<file path="config.mk">
export PLATFORM = sky130hd
export DESIGN_NAME = noc_traffic_pattern_destination_core
export DESIGN_NICKNAME = d
export VERILOG_FILES = /design/src/hw/rtl/ntpd_pkg.sv /design/src/hw/rtl/noc_traffic_pattern_destination_core.sv /design/src/hw/rtl/ntpd_cfg.sv /design/src/hw/rtl/ntpd_div_half.sv /design/src/hw/rtl/ntpd_map.sv
export VERILOG_INCLUDE_DIRS = /design/src /design/src/hw/rtl
export SDC_FILE = /design/constraint.sdc
export NUM_CORES = 1
export LEC_CHECK = 0
export ABC_AREA = 0
export BUFFER_PORTS_ARGS = -buffer_cell sky130_fd_sc_hd__buf_2
export CAP_MARGIN = 25
export CELL_PAD_IN_SITES_DETAIL_PLACEMENT = 2
export CELL_PAD_IN_SITES_GLOBAL_PLACEMENT = 2
export CORE_MARGIN = 4
export CORE_UTILIZATION = 36
export CTS_CLUSTER_SIZE = 25
export DETAILED_ROUTE_END_ITERATION = 10
export HOLD_SLACK_MARGIN = 0.06
export PLACE_DENSITY_LB_ADDON = 0.1
export SYNTH_ARGS = -nofsm -noshare
export SYNTH_HDL_FRONTEND = slang
export SYNTH_HIERARCHICAL = 1
export SYNTH_SLANG_ARGS = --single-unit
</file>
<file path="constraint.sdc">
create_clock -name clk -period 12.46 [get_ports clk]
set_input_delay 0.623 -clock clk [delete_from_list [all_inputs] [get_ports clk]]
set_output_delay 0.623 -clock clk [all_outputs]
set_load 0.05 [all_outputs]
</file>
<file path="src/hw/rtl/assert_macros.svh">
// assertion helpers used by the rtl
`ifndef ASSERT_MACROS_SVH
`define ASSERT_MACROS_SVH
`ifndef SYNTH
// property holds at every clock edge out of reset
`define ASSERT_HOLDS(lbl, clk, rstn, prop, msg) \
    lbl: assert property (@(posedge clk) disable iff (!rstn) (prop)) else $error(msg);
// consequent holds in the cycle after the antecedent
`define ASSERT_NEXT(lbl, clk, rstn, ante, cons, msg) \
    lbl: assert property (@(posedge clk) disable iff (!rstn) (ante) |=> (cons)) else $error(msg);
`else
`define ASSERT_HOLDS(lbl, clk, rstn, prop, msg)
`define ASSERT_NEXT(lbl, clk, rstn, ante, cons, msg)
`endif
`endif

</file>
<file path="src/hw/rtl/ntpd_pkg.sv">
package ntpd_pkg;

    localparam int unsigned ID_W      = 8;
    localparam int unsigned IDX_W     = 3;
    localparam int unsigned DIM_W     = 5;
    localparam int unsigned COORD_W   = 4;
    localparam int unsigned MODE_W    = 3;
    localparam int unsigned NBITS_W   = 4;
    localparam int unsigned CFG_IDX_W = 2;

    // pattern codes
    localparam logic [MODE_W-1:0] MODE_TRANSPOSE1 = 3'd0;
    localparam logic [MODE_W-1:0] MODE_TRANSPOSE2 = 3'd1;
    localparam logic [MODE_W-1:0] MODE_REVERSAL   = 3'd2;
    localparam logic [MODE_W-1:0] MODE_SHUFFLE    = 3'd3;
    localparam logic [MODE_W-1:0] MODE_BUTTERFLY  = 3'd4;

    // register indexes
    localparam logic [CFG_IDX_W-1:0] CFG_MESH_WIDTH   = 2'd0;
    localparam logic [CFG_IDX_W-1:0] CFG_MESH_HEIGHT  = 2'd1;
    localparam logic [CFG_IDX_W-1:0] CFG_PATTERN_MODE = 2'd2;

    // settled configuration seen by the datapath
    typedef struct packed {
        logic [DIM_W-1:0]   width;
        logic [DIM_W-1:0]   height;
        logic [NBITS_W-1:0] nbits;
        logic [MODE_W-1:0]  mode;
    } cfg_t;

    // restoring divider state, id divided by mesh width
    typedef struct packed {
        logic [ID_W-1:0]    src;
        logic [ID_W-1:0]    num;
        logic [ID_W-1:0]    quo;
        logic [COORD_W-1:0] rem;
    } div_t;

endpackage

</file>
<file path="src/hw/rtl/noc_traffic_pattern_destination_core.sv">
// pipeline: four register stages, two divider stages of four quotient bits each,
//   then the coordinate stage and the rebuild stage that ends in the output register
// throughput: one request per cycle while dest_ready is high; a low dest_ready holds
//   the output register, and src_ready drops once every stage behind it is full
// reset: asynchronous, active low; pipeline emptied, mesh 8 x 8, transpose1
`include "assert_macros.svh"
module noc_traffic_pattern_destination_core #(
    parameter int unsigned NODE_ID_BITS = 8
) (
    input  logic                           clk,
    input  logic                           rst_n,
    input  logic                           cfg_valid,
    output logic                           cfg_ready,
    input  logic [ntpd_pkg::CFG_IDX_W-1:0] cfg_index,
    input  logic [ntpd_pkg::DIM_W-1:0]     cfg_data,
    input  logic                           src_valid,
    output logic                           src_ready,
    input  logic [ntpd_pkg::ID_W-1:0]      source_node,
    output logic                           dest_valid,
    input  logic                           dest_ready,
    output logic [ntpd_pkg::ID_W-1:0]      dest_node
);
    import ntpd_pkg::*;

    // ids narrower than the port keep only their low bits
    localparam logic [ID_W-1:0] ID_MASK = ID_W'((16'd1 << NODE_ID_BITS) - 16'd1);

    cfg_t            cfg;
    div_t            div_in;
    div_t            s1_data;
    div_t            s2_data;
    logic            s1_valid;
    logic            s1_ready;
    logic            s2_valid;
    logic            s2_ready;
    logic [ID_W-1:0] dest_raw;

    // configuration registers and derived id width
    ntpd_cfg #(
        .NODE_ID_BITS (NODE_ID_BITS)
    ) u_cfg (
        .clk       (clk),
        .rst_n     (rst_n),
        .cfg_valid (cfg_valid),
        .cfg_ready (cfg_ready),
        .cfg_index (cfg_index),
        .cfg_data  (cfg_data),
        .cfg       (cfg)
    );

    // divider seeded with the masked id
    always_comb
    begin
        div_in.src = source_node & ID_MASK;
        div_in.num = source_node & ID_MASK;
        div_in.quo = '0;
        div_in.rem = '0;
    end

    // upper quotient bits
    ntpd_div_half u_div_hi (
        .clk       (clk),
        .rst_n     (rst_n),
        .in_valid  (src_valid),
        .in_ready  (src_ready),
        .in_data   (div_in),
        .divisor   (cfg.width),
        .out_valid (s1_valid),
        .out_ready (s1_ready),
        .out_data  (s1_data)
    );

    // lower quotient bits, leaves row in quo and column in rem
    ntpd_div_half u_div_lo (
        .clk       (clk),
        .rst_n     (rst_n),
        .in_valid  (s1_valid),
        .in_ready  (s1_ready),
        .in_data   (s1_data),
        .divisor   (cfg.width),
        .out_valid (s2_valid),
        .out_ready (s2_ready),
        .out_data  (s2_data)
    );

    // pattern mapping and id rebuild, ends in the output register
    ntpd_map u_map (
        .clk       (clk),
        .rst_n     (rst_n),
        .in_valid  (s2_valid),
        .in_ready  (s2_ready),
        .in_data   (s2_data),
        .cfg       (cfg),
        .out_valid (dest_valid),
        .out_ready (dest_ready),
        .dest_raw  (dest_raw)
    );

    assign dest_node = dest_raw & ID_MASK;

    // input only stalls once every stage is full and the output is held
    `ASSERT_HOLDS(a_stall_full, clk, rst_n, (!src_ready) |-> (s1_valid && s2_valid && dest_valid && !dest_ready), "input stalled with a bubble in the pipeline")
    // an accepted request always lands in the first stage
    `ASSERT_NEXT(a_accept_lands, clk, rst_n, src_valid && src_ready, s1_valid, "accepted request lost at the first stage")
    // transposes stay inside the mesh
    `ASSERT_HOLDS(a_transpose_in_mesh, clk, rst_n, (dest_valid && ((cfg.mode == MODE_TRANSPOSE1) || (cfg.mode == MODE_TRANSPOSE2))) |-> (9'(dest_raw) < (9'(cfg.width) * 9'(cfg.height))), "transpose destination outside the mesh")
    // bit patterns never set bit nbits or any bit above it
    `ASSERT_HOLDS(a_pattern_width, clk, rst_n, (dest_valid && ((cfg.mode == MODE_REVERSAL) || (cfg.mode == MODE_SHUFFLE) || (cfg.mode == MODE_BUTTERFLY))) |-> ((dest_raw >> cfg.nbits) == '0), "bit pattern wider than nbits")

endmodule

</file>
<file path="src/hw/rtl/ntpd_cfg.sv">
module ntpd_cfg #(
    parameter int unsigned NODE_ID_BITS = 8
) (
    input  logic                         clk,
    input  logic                         rst_n,
    input  logic                         cfg_valid,
    output logic                         cfg_ready,
    input  logic [ntpd_pkg::CFG_IDX_W-1:0] cfg_index,
    input  logic [ntpd_pkg::DIM_W-1:0]   cfg_data,
    output ntpd_pkg::cfg_t               cfg
);
    import ntpd_pkg::*;

    localparam logic [NBITS_W-1:0] ID_BITS_CAP = NBITS_W'(NODE_ID_BITS);
    localparam logic [NBITS_W-1:0] NBITS_RST   =
        (NODE_ID_BITS < 6) ? NBITS_W'(NODE_ID_BITS) : NBITS_W'(6);

    logic [DIM_W-1:0]   mesh_width_reg;
    logic [DIM_W-1:0]   mesh_height_reg;
    logic [MODE_W-1:0]  pattern_mode_reg;
    logic [NBITS_W-1:0] nbits_reg;
    logic [NBITS_W-1:0] nbits_next;
    logic [DIM_W-1:0]   w_fix;
    logic [DIM_W-1:0]   h_fix;
    logic [8:0]         nodes;
    logic [NBITS_W-1:0] cnt;

    // zero reads as one, anything above sixteen as sixteen
    function automatic logic [DIM_W-1:0] dim_fix(input logic [DIM_W-1:0] v);
        logic [DIM_W-1:0] r;
        r = v;
        if (v == '0)
            r = 5'd1;
        else if (v > 5'd16)
            r = 5'd16;
        return r;
    endfunction

    assign cfg_ready = 1'b1;
    assign w_fix     = dim_fix(mesh_width_reg);
    assign h_fix     = dim_fix(mesh_height_reg);

    // ceil(log2(nodes)) as a count of powers below the node count
    always_comb
    begin
        nodes = {4'b0, w_fix} * {4'b0, h_fix};
        cnt   = '0;
        for (int n = 0; n < 8; n++)
        begin
            if (nodes > (9'd1 << n))
                cnt = cnt + 4'd1;
        end
        nbits_next = (cnt > ID_BITS_CAP) ? ID_BITS_CAP : cnt;
    end

    always_ff @(posedge clk or negedge rst_n)
    begin
        if (!rst_n)
        begin
            mesh_width_reg   <= 5'd8;
            mesh_height_reg  <= 5'd8;
            pattern_mode_reg <= MODE_TRANSPOSE1;
            nbits_reg        <= NBITS_RST;
        end
        else
        begin
            if (cfg_valid)
            begin
                case (cfg_index)
                    CFG_MESH_WIDTH:   mesh_width_reg   <= cfg_data;
                    CFG_MESH_HEIGHT:  mesh_height_reg  <= cfg_data;
                    CFG_PATTERN_MODE: pattern_mode_reg <= cfg_data[MODE_W-1:0];
                    default:          ;
                endcase
            end
            nbits_reg <= nbits_next;
        end
    end

    assign cfg.width  = w_fix;
    assign cfg.height = h_fix;
    assign cfg.nbits  = nbits_reg;
    assign cfg.mode   = pattern_mode_reg;

endmodule

</file>
<file path="src/hw/rtl/ntpd_div_half.sv">
module ntpd_div_half (
    input  logic                     clk,
    input  logic                     rst_n,
    input  logic                     in_valid,
    output logic                     in_ready,
    input  ntpd_pkg::div_t           in_data,
    input  logic [ntpd_pkg::DIM_W-1:0] divisor,
    output logic                     out_valid,
    input  logic                     out_ready,
    output ntpd_pkg::div_t           out_data
);
    import ntpd_pkg::*;

    div_t             d;
    div_t             data_reg;
    logic             valid_reg;
    logic [DIM_W-1:0] t;
    logic             qb;

    // four restoring steps, one quotient bit each
    always_comb
    begin
        d = in_data;
        for (int k = 0; k < 4; k++)
        begin
            t  = {d.rem, d.num[ID_W-1]};
            qb = (t >= divisor);
            if (qb)
                t = t - divisor;
            d.rem = t[COORD_W-1:0];
            d.num = {d.num[ID_W-2:0], 1'b0};
            d.quo = {d.quo[ID_W-2:0], qb};
        end
    end

    assign in_ready = !valid_reg || out_ready;

    always_ff @(posedge clk or negedge rst_n)
    begin
        if (!rst_n)
            valid_reg <= 1'b0;
        else if (in_ready)
            valid_reg <= in_valid;
    end

    always_ff @(posedge clk)
    begin
        if (in_ready && in_valid)
            data_reg <= d;
    end

    assign out_valid = valid_reg;
    assign out_data  = data_reg;

endmodule

</file>
<file path="src/hw/rtl/ntpd_map.sv">
module ntpd_map (
    input  logic                    clk,
    input  logic                    rst_n,
    input  logic                    in_valid,
    output logic                    in_ready,
    input  ntpd_pkg::div_t          in_data,
    input  ntpd_pkg::cfg_t          cfg,
    output logic                    out_valid,
    input  logic                    out_ready,
    output logic [ntpd_pkg::ID_W-1:0] dest_raw
);
    import ntpd_pkg::*;

    typedef struct packed {
        logic [COORD_W-1:0] dx;
        logic [COORD_W-1:0] dy;
        logic [ID_W-1:0]    pat;
        logic               is_t;
    } map_t;

    map_t               m_next;
    map_t               m_reg;
    logic               v3_reg;
    logic               v4_reg;
    logic               ready4;
    logic [ID_W-1:0]    dest_next;
    logic [ID_W-1:0]    dest_reg;
    logic [ID_W-1:0]    y;
    logic [COORD_W-1:0] x;
    logic [ID_W-1:0]    src;
    logic [DIM_W-1:0]   wm1;
    logic [DIM_W-1:0]   hm1;
    logic [DIM_W-1:0]   dx_diff;
    logic [DIM_W-1:0]   dy_diff;
    logic               y_over;
    logic               x_over;
    logic [NBITS_W-1:0] top;
    logic [NBITS_W-1:0] ri;
    logic [ID_W-1:0]    pat_next;
    logic [8:0]         prod;
    logic [8:0]         sum;

    // coordinates and their clamp
    always_comb
    begin
        y       = in_data.quo;
        x       = in_data.rem;
        src     = in_data.src;
        wm1     = cfg.width - 5'd1;
        hm1     = cfg.height - 5'd1;
        y_over  = y > {3'b000, wm1};
        x_over  = {1'b0, x} > hm1;
        dx_diff = wm1 - y[DIM_W-1:0];
        dy_diff = hm1 - {1'b0, x};
        m_next.pat  = pat_next;
        m_next.is_t = (cfg.mode == MODE_TRANSPOSE1) || (cfg.mode == MODE_TRANSPOSE2);
        if (cfg.mode == MODE_TRANSPOSE1)
        begin
            m_next.dx = y_over ? '0 : dx_diff[COORD_W-1:0];
            m_next.dy = x_over ? '0 : dy_diff[COORD_W-1:0];
        end
        else
        begin
            m_next.dx = y_over ? wm1[COORD_W-1:0] : y[COORD_W-1:0];
            m_next.dy = x_over ? hm1[COORD_W-1:0] : x;
        end
    end

    // bit patterns over the low nbits of the id
    always_comb
    begin
        top      = cfg.nbits - 4'd1;
        ri       = '0;
        pat_next = '0;
        case (cfg.mode)
            MODE_REVERSAL:
            begin
                for (int i = 0; i < ID_W; i++)
                begin
                    ri = top - NBITS_W'(i);
                    if (NBITS_W'(i) < cfg.nbits)
                        pat_next[i] = src[ri[IDX_W-1:0]];
                end
            end
            MODE_SHUFFLE:
            begin
                if (cfg.nbits != '0)
                    pat_next[0] = src[top[IDX_W-1:0]];
                for (int i = 1; i < ID_W; i++)
                begin
                    if (NBITS_W'(i) < cfg.nbits)
                        pat_next[i] = src[i-1];
                end
            end
            MODE_BUTTERFLY:
            begin
                for (int i = 0; i < ID_W; i++)
                begin
                    if (NBITS_W'(i) < cfg.nbits)
                        pat_next[i] = src[i];
                end
                if (cfg.nbits != '0)
                begin
                    pat_next[0]              = src[top[IDX_W-1:0]];
                    pat_next[top[IDX_W-1:0]] = src[0];
                end
            end
            default:
            begin
                pat_next = '0;
            end
        endcase
    end

    // rebuild the row-major id
    always_comb
    begin
        prod      = {5'b0, m_reg.dy} * {4'b0, cfg.width};
        sum       = prod + {5'b0, m_reg.dx};
        dest_next = m_reg.is_t ? sum[ID_W-1:0] : m_reg.pat;
    end

    assign ready4   = !v4_reg || out_ready;
    assign in_ready = !v3_reg || ready4;

    always_ff @(posedge clk or negedge rst_n)
    begin
        if (!rst_n)
        begin
            v3_reg <= 1'b0;
            v4_reg <= 1'b0;
        end
        else
        begin
            if (in_ready)
                v3_reg <= in_valid;
            if (ready4)
                v4_reg <= v3_reg;
        end
    end

    always_ff @(posedge clk)
    begin
        if (in_ready && in_valid)
            m_reg <= m_next;
        if (ready4 && v3_reg)
            dest_reg <= dest_next;
    end

    assign out_valid = v4_reg;
    assign dest_raw  = dest_reg;

endmodule

</file>
==> flow_metrics.tcl <==
set metrics [dict create \
    detailed_routing_iterations_pass_1 6 \
    max-cap-violations 0 \
    fmax_ghz 0.107 \
    drive_above_1_share_pct 13.4 \
    worstRegToRegCells 33 \
    grt_antenna_before_repair 0 \
    final_nets 1055 \
    run_status "finished clean" \
    fin_skew_ns 0.00826 \
    antenna_cells 0 \
    cts_buffers 9 \
    arrival_ns 9.66 \
    wire_length_of_the_first_global_routing_pass_um 40600 \
    total_negative_slack_for_setup_checks_ns 0 \
    grt_max_degree 22 \
    final_antenna_net_count 0 \
    reg2reg_from "u_cfg/mesh_width_reg[4]" \
    clock_sinks 86 \
    number_of_global_route_vias_before_repair 7577 \
    number_of_core_rows 56 \
    initial_core_util_pct 36.9 \
    crit_path_max_incr_delay_ns 0.60 \
    place.detailed.hpwl_um 19900 \
    hold_violations 0 \
    required_ns 12.73 \
    post_drt_via_cell_ratio 5.48 \
    max_transition_viols_final 0 \
    syn-instance-count 871 \
    ios 31 \
    critical_path.startpoint_type "register" \
    pre_cts_slack_ns 3.04 \
    drt_iter0_markers 287 \
    port_buffers 29 \
    place.gp.congestion 0.824 \
    timing.rr.end "u_cfg/nbits_reg[2]" \
    final_global_route_overflow_total 0 \
    areaGrowthSynthToFinish_pct 9.51 \
    finalWorstPathRequiredPeriod_ns 9.39 \
    cts_hold_buffers 0 \
    ctsRootBufferMaster "clkbuf_16" \
    critical_path.most_common_cell "ha_1" \
    die_area_mm2 0.0268 \
    cts_tree "done" \
    timing.critical_path.slowest_stage_cell "dfrtp_1" \
    clk_pin_slew_worst_paths_ns 0.06 \
    endpoint_kind "register" \
    critical_path_class "register to register" \
    setup.worst_path.start "u_cfg/mesh_width_reg[4]" \
    post_cts.repair.setup_buffers 0 \
    dr_total_vias 6719 \
    final.setup.worst_slack_ns 3.07 \
    mappedNetlistArea_mm2 0.00874 \
    die-height_um 164 \
    period_share_pct 75.3 \
    die_width_um 164 \
    ys_warn_count 6 \
    cts_resized 0 \
    slew_headroom_pct 34.0 \
    path_max_fanout 18 \
    ctsLongestPathBuffers 2 \
    postSynthAreaPerCell_um2 10.0 \
    drc_errors 0 \
    core_region_area_mm2 0.0237 \
    crit_end "u_cfg/nbits_reg[2]" \
    htreeDepth 3 \
    wirelength_um 24800 \
    routedWlPerCell_um 20.2 \
    hold_class "input pin to async pin" \
    tightestPinTransition_ns 0.990 \
    grt_use_total_pct 19.0 \
    r2r_setup_slack_ns 3.07 \
    finish_stage_setup_viols 0 \
    clock_insertion_delay_worst_skew_ns 0.35 \
    rsz0062_at_grt "false" \
]
how the worst min path moves through the flow:
stage / slack, ns / endpoint / depth (start not counted)
after floorplan: 0.33 / u_cfg/mesh_height_reg[0] / 0
after global placement: 0.41 / u_div_lo/out_data[11] / 0
after detailed placement: 0.41 / u_div_lo/out_data[9] / 0
after CTS: 0.26 / u_cfg/nbits_reg[3] / 1
after global routing: 0.28 / u_cfg/nbits_reg[3] / 1
final: 0.26 / u_cfg/nbits_reg[3] / 1
cell usage in the layout, fill, tap and decap left out, types with 9 or more instances in the layout:
master	count
ha_1	106
inv_1	89
edfxtp_1	65
nand2_1	53
nor2_1	50
a21oi_1	42
buf_2	29
mux2_2	28
and2_1	26
fa_1	26
xnor2_1	23
o21ai_0	22
mux2i_1	22
xor2_1	21
nand2b_1	20
a21o_1	17
dfrtp_1	17
nor3_1	15
nor2b_1	14
nand3_1	14
o211ai_1	12
and3_1	10
clkbuf_16	9
a211o_1	9
conb_1	9
cell type report:
| class | instances | area, um^2 |
|---|---|---|
| tap | 319 | 399 |
| clock inverter | 7 | 87.6 |
| inverter | 91 | 342 |
| multi-input combinational | 681 | 5840 |
| fill | 2609 | 14100 |
| timing repair buffer | 34 | 203 |
| clock buffer | 9 | 225 |
| sequential | 86 | 2480 |
critical path: cells and delay by family, from the launching register on:
kind,cells,cell delay [ns]
flip-flops,1,0.60
buffers and inverters,5,0.60
multiplexers,2,0.44
XOR/XNOR,4,0.77
AND/OR/NAND/NOR,9,2.12
adder cells (fa/ha/maj),8,3.19
AO/OA/AOI/OAI,5,1.61
metal layers:
layer,vias to the layer above,share of wire [%],global-route usage [%]
met1,3419,45,23.9
met2,62,52,35.3
met5,-,0,0
met4,0,1.4,4.77
li1,3214,-,-
met3,24,1.5,1.48
through the flow:
step / util [%] / std cells / hold slack [ns] / area (um^2)
after global routing: 40.4 / 1227 / 0.278 / 9580
after CTS: 40.3 / 1225 / 0.260 / 9540
after floorplan: - / 878 / 0.327 / 8770
after global placement: 39.0 / 1209 / 0.407 / 9230
after detailed placement: 39.0 / 1209 / 0.407 / 9230
final: 40.4 / 1227 / 0.256 / 9580
Power is left out: the tool's default activity adds up to more than one toggle a clock period on the data nets, which glitch-free logic cannot reach.
